[config.mk]
export PLATFORM = sky130hd
export DESIGN_NAME = fbfa_div
export DESIGN_NICKNAME = d
export VERILOG_FILES = /design/src/rtl/core/fbfa_pkg.sv /design/src/rtl/core/fbfa_div.sv
export SDC_FILE = /design/constraint.sdc
export NUM_CORES = 1
export LEC_CHECK = 0
export BUFFER_PORTS_ARGS = -buffer_cell sky130_fd_sc_hd__buf_4
export CAP_MARGIN = 30
export CORE_UTILIZATION = 40
export DETAILED_ROUTE_END_ITERATION = 8
export PLACE_DENSITY = 0.69
export SLEW_MARGIN = 25
export SYNTH_ARGS = -nofsm -noshare
export SYNTH_HDL_FRONTEND = slang
export SYNTH_SLANG_ARGS = --single-unit
[constraint.sdc]
create_clock -name clk -period 2.7 [get_ports clk]
set_clock_uncertainty 0.1 [all_clocks]
set_input_delay 0.54 -clock clk [delete_from_list [all_inputs] [get_ports clk]]
set_output_delay 0.54 -clock clk [all_outputs]
set_load 0.03 [all_outputs]
[src/rtl/core/fbfa_pkg.sv]
`timescale 1ns / 1ps

package fbfa_pkg;

  localparam int unsigned PAGE_BYTES = 4096;
  localparam int unsigned MAX_BLOCKS = 512;
  localparam int unsigned MIN_BLOCK  = 8;

  localparam int unsigned CMD_W  = 2;
  localparam int unsigned STAT_W = 2;
  localparam int unsigned OFF_W  = 12;
  localparam int unsigned CNT_W  = 10;
  localparam int unsigned BSZ_W  = 13;
  localparam int unsigned IDX_W  = $clog2(MAX_BLOCKS);
  localparam int unsigned DIV_W  = 13;
  localparam int unsigned STEP_W = $clog2(DIV_W + 1);
  localparam int unsigned ADDR_W = 3;
  localparam int unsigned DATA_W = 32;

  localparam logic [CMD_W-1:0] CMD_INIT  = 2'd0;
  localparam logic [CMD_W-1:0] CMD_ALLOC = 2'd1;
  localparam logic [CMD_W-1:0] CMD_FREE  = 2'd2;

  localparam logic [STAT_W-1:0] STAT_OK      = 2'd0;
  localparam logic [STAT_W-1:0] STAT_EMPTY   = 2'd1;
  localparam logic [STAT_W-1:0] STAT_BAD_OFF = 2'd2;

  localparam logic [ADDR_W-1:0] REG_BLOCK_SIZE = 3'd0;

  localparam logic [CNT_W-1:0] END_MARK = CNT_W'(MAX_BLOCKS);
  localparam logic [BSZ_W-1:0] BSZ_MIN  = BSZ_W'(MIN_BLOCK);
  localparam logic [BSZ_W-1:0] BSZ_RST  = 13'd32;
  localparam logic [DIV_W-1:0] PAGE_DVD = DIV_W'(PAGE_BYTES);

  typedef struct packed {
    logic [CMD_W-1:0] cmd;
    logic [OFF_W-1:0] free_offset;
  } in_beat_t;

  typedef struct packed {
    logic [STAT_W-1:0] status;
    logic [OFF_W-1:0]  block_offset;
    logic [CNT_W-1:0]  free_blocks;
  } out_beat_t;

  typedef struct packed {
    logic             start;
    logic [DIV_W-1:0] dividend;
    logic [DIV_W-1:0] divisor;
  } div_req_t;

  typedef struct packed {
    logic             done;
    logic [DIV_W-1:0] quotient;
    logic [DIV_W-1:0] remainder;
  } div_rsp_t;

  typedef enum logic [2:0] {
    ST_IDLE,
    ST_DIV,
    ST_LINK,
    ST_READ,
    ST_DONE
  } fsm_t;

endpackage

[src/rtl/core/fbfa_div.sv]
`timescale 1ns / 1ps

module fbfa_div (
  input  logic               clk,
  input  logic               rst_n,
  input  fbfa_pkg::div_req_t req,
  output fbfa_pkg::div_rsp_t rsp
);

  logic [fbfa_pkg::DIV_W-1:0]  quo_r, quo_nxt;
  logic [fbfa_pkg::DIV_W-1:0]  rem_r, rem_nxt;
  logic [fbfa_pkg::DIV_W-1:0]  dvs_r, dvs_nxt;
  logic [fbfa_pkg::STEP_W-1:0] cnt_r, cnt_nxt;
  logic                        done_r, done_nxt;
  logic [fbfa_pkg::DIV_W:0]    shifted;
  logic [fbfa_pkg::DIV_W:0]    trial;

  // one quotient bit per cycle, restoring
  assign shifted = {rem_r, quo_r[fbfa_pkg::DIV_W-1]};
  assign trial   = shifted - {1'b0, dvs_r};

  always_comb begin
    quo_nxt  = quo_r;
    rem_nxt  = rem_r;
    dvs_nxt  = dvs_r;
    cnt_nxt  = cnt_r;
    done_nxt = 1'b0;
    if (req.start) begin
      quo_nxt = req.dividend;
      rem_nxt = '0;
      dvs_nxt = req.divisor;
      cnt_nxt = fbfa_pkg::STEP_W'(fbfa_pkg::DIV_W);
    end else if (cnt_r != '0) begin
      if (trial[fbfa_pkg::DIV_W]) begin
        rem_nxt = shifted[fbfa_pkg::DIV_W-1:0];
        quo_nxt = {quo_r[fbfa_pkg::DIV_W-2:0], 1'b0};
      end else begin
        rem_nxt = trial[fbfa_pkg::DIV_W-1:0];
        quo_nxt = {quo_r[fbfa_pkg::DIV_W-2:0], 1'b1};
      end
      cnt_nxt  = cnt_r - 1'b1;
      done_nxt = (cnt_r == fbfa_pkg::STEP_W'(1));
    end
  end

  always_ff @(posedge clk) begin
    if (!rst_n) begin
      cnt_r  <= '0;
      done_r <= 1'b0;
    end else begin
      cnt_r  <= cnt_nxt;
      done_r <= done_nxt;
    end
    quo_r <= quo_nxt;
    rem_r <= rem_nxt;
    dvs_r <= dvs_nxt;
  end

  assign rsp.done      = done_r;
  assign rsp.quotient  = quo_r;
  assign rsp.remainder = rem_r;

endmodule

==> impl_metrics.csv <==
group,metric,value,unit
status,status,"finished clean",
critical_path,slowest_stage,"or3_1",
critical_path,r2r_start,"rem_r[11]$_SDFFE_PP0N_",
sta,fin_crit,2.57,ns
power,power_leakage,1.38,nW
critical_path,cp_data_required_time,2.82,ns
place,io_buffers,55,
final_layout,final_util,52.4,%
clocking,worstSkewPairLatency,0.31,ns
final_layout,syn_to_final_growth,25.3,%
clocking,cts_inserted_buffers,5,
sta,slew_viol_final,0,
floorplan,core.rowCount,28,
place,hpwl,3.67,mm
synth,yosysSeqAreaShare,45.5,%
run,max_cap_violations,0,
synth,synth.cell_area,2510,sq um
routing,avgViaCountPerCell,5.14,
final_layout,stdcell_area,3140,sq um
floorplan,chipWidth,81.2,um
final_layout,fill_cells,548,
place,gp_congestion,0.806,
synth,synth_top_cell_by_area,"edfxtp_1",
clocking,cts-hold-fix-buffers,0,
global_route,gr-total-overflow,0,
final_layout,regArea,1140,sq um
clocking,cts_tree,"yes",
sta,fmax,389,MHz
place,place_inst,361,
sta,fin_hold_ws,0.304,ns
global_route,antenna_found_initial,0,
critical_path,max_stage_delay,0.41,ns
synth,syn_area_per_cell,10.6,sq um
synth,synth_top_area_share,31.1,%
synth,synthTopCellsByArea,"edfxtp_1 31%, dfxtp_1 14%, ha_1 7.5%",
sta,fin_tns_setup,0,ns
clocking,clockRootBuffer,"clkbuf_8",
global_route,grt_pass1_vias,1814,
critical_path,crit_chain,"ha_1 -> a21oi_1 -> o211ai_2 -> o32ai_2 -> a21oi_4 -> xnor2_2 -> or3_1 -> a311oi_1",
floorplan,dieArea,6590,sq um
critical_path,cp-end-kind,"register",
power,peakVddDrop,0.419,mV
synth,synthAdderAreaFrac,8.28,%
clocking,clkTransAtPathRegs,0.10,ns
clocking,clock-sinks,44,
floorplan,start_util,41.9,%
critical_path,r2r_slack,0.13,ns
synth,syn_inst,237,
critical_path,r2r_cells,8,
floorplan,core,5990,sq um
routing,route.detailed.drc,0,
critical_path,worstSetupStartpointType,"register",
power,pwr_density_cell,915,nW/um^2
synth,synthMuxAreaShare,9.38,%
synth,yosysWarnings,0,
routing,drtPass1Iterations,4,
synth,synthSimpleGateAreaFrac,11.6,%
routing,drtIter0Drc,80,
final_layout,final_cells,371,
synth,synth-compound-area-share,14.5,%
critical_path,cp_max_fo,8,
routing,finalWirelength,5.20,mm
synth,yosysUniqueCellTypes,49,
final_layout,multi_input_area,1250,sq um
synth,synthTopCellsByCount,"26 x edfxtp_1, 25 x nor2_1, 21 x inv_1",
critical_path,critical_path_class,"reg2reg",
synth,ys.flop_type,"edfxtp_1",
global_route,grt_max_degree,25,
place,post-place-ws,0.0990,ns
critical_path,startpoint,"rem_r[11]$_SDFFE_PP0N_",
critical_path,r2r-end,"rem_r[2]$_SDFFE_PP0N_",
routing,antenna_left,0,
global_route,grt_usage,16.9,%
synth,synth_edf_count,26,
final_layout,nNetsFinal,340,
sta,fin_ws,0.130,ns
routing,vias,1908,
synth,syn_nets,282,
sta,period_share,95.2,%
critical_path,critPathArrivalTime,2.69,ns
place,placed_area,2980,sq um
final_layout,n_antenna_cell,0,
synth,synthXorXnorAreaFrac,4.59,%
global_route,grt_pass1_wl,8.37,mm
sta,tightestPinTransition,0.520,ns
sta,relSlewSlack,65.2,%
power,finalPower,2.88,mW
routing,post_drt_wl_per_cell,14.0,um
clocking,cts.path.max_buffers,2,
sta,setup_violations,0,
floorplan,ios,56,
floorplan,die_h,81.2,um
clocking,htreeDepth,2,
synth,yosysMostFrequentCell,"edfxtp_1",
min_path,hp-class,"in2reg",
synth,synth_top_family_by_area,"compound AO/OA/AOI/OAI gates",
synth,async_reset_ff_share,0,%
synth,ys_seq_elements,44,
critical_path,cp-endpoint,"rem_r[2]$_SDFFE_PP0N_",
final_layout,drive_above_1_share,31.1,%
sta,hold_violations,0,
-- area by class of cell --
type	count	area share, %
repair buffers	62	14.8
clock inverters	3	1.47
inverters	21	2.51
well taps	75	2.99
multi-input cells	161	39.7
flip-flops and latches	44	36.3
clock buffers	5	2.19
-- routing by layer --
metal	share of wire, %	track usage (%)
met1	47	21.6
met5	0	0
met2	48	27.9
met3	3.4	3.71
met4	1.5	6.43
-- registers in the layout, summed over array words and instances, names as in the netlist --
signal,flops
dvs_r,13
quo_r,13
rem_r,13
cnt_r,4
done_r,1
-- cells by family (layout without fill, tap and decap cells) --
logic type	count (synthesis)	in the layout
buffers and inverters	33	91
xor gates and xnor gates	11	12
adders and majority gates	16	16
and+or+nand+nor	61	61
muxes	22	22
DFF	44	44
AOI/OAI and AO/OA	50	50
-- report_power, final --
part / switching [mW] / internal [mW] / total [mW] / leakage (nW)
clock: 0.251 / 0.279 / 0.530 / 0.0548
sequential: 0.108 / 0.846 / 0.954 / 0.412
combinational: 0.778 / 0.614 / 1.39 / 0.912
total: 1.14 / 1.74 / 2.88 / 1.38
-- placed cells by master, fill, tap and decap left out, types with 4 or more instances in the layout --
cell	instances
buf_4	62
edfxtp_1	26
nor2_1	25
inv_1	21
dfxtp_1	18
ha_1	15
mux2_2	12
a21oi_1	10
mux2i_1	10
nand3_1	9
xnor2_1	9
a211oi_1	8
nand2_1	7
o21a_1	6
clkbuf_8	5
o21ai_0	4
nand2b_1	4
-- timing repair --
item	4_1_cts	5_1_grt
gates resized for setup	0	3
setup buffers	0	1
endpoints found under the setup margin	0	13
-- worst max-delay path: cells and delay by family (launching register included) --
family / cells / cell delay [ns]
AO/OA/AOI/OAI: 5 / 1.00
AND/OR/NAND/NOR: 1 / 0.41
flip-flops: 1 / 0.35
adder cells (fa/ha/maj): 1 / 0.35
XOR/XNOR: 1 / 0.26
-- how the worst min path moves through the flow --
stage,start,end,depth (start not counted)
floorplan,cnt_r[2]$_SDFFE_PN0P_,done_r$_SDFF_PP0_,1
global placement,cnt_r[2]$_SDFFE_PN0P_,done_r$_SDFF_PP0_,1
detailed placement,cnt_r[2]$_SDFFE_PN0P_,done_r$_SDFF_PP0_,1
CTS,req[0],dvs_r[0]$_DFFE_PP_,1
global route,req[0],dvs_r[0]$_DFFE_PP_,1
finish,req[0],dvs_r[0]$_DFFE_PP_,1
Power figures use the tool's default switching activity.
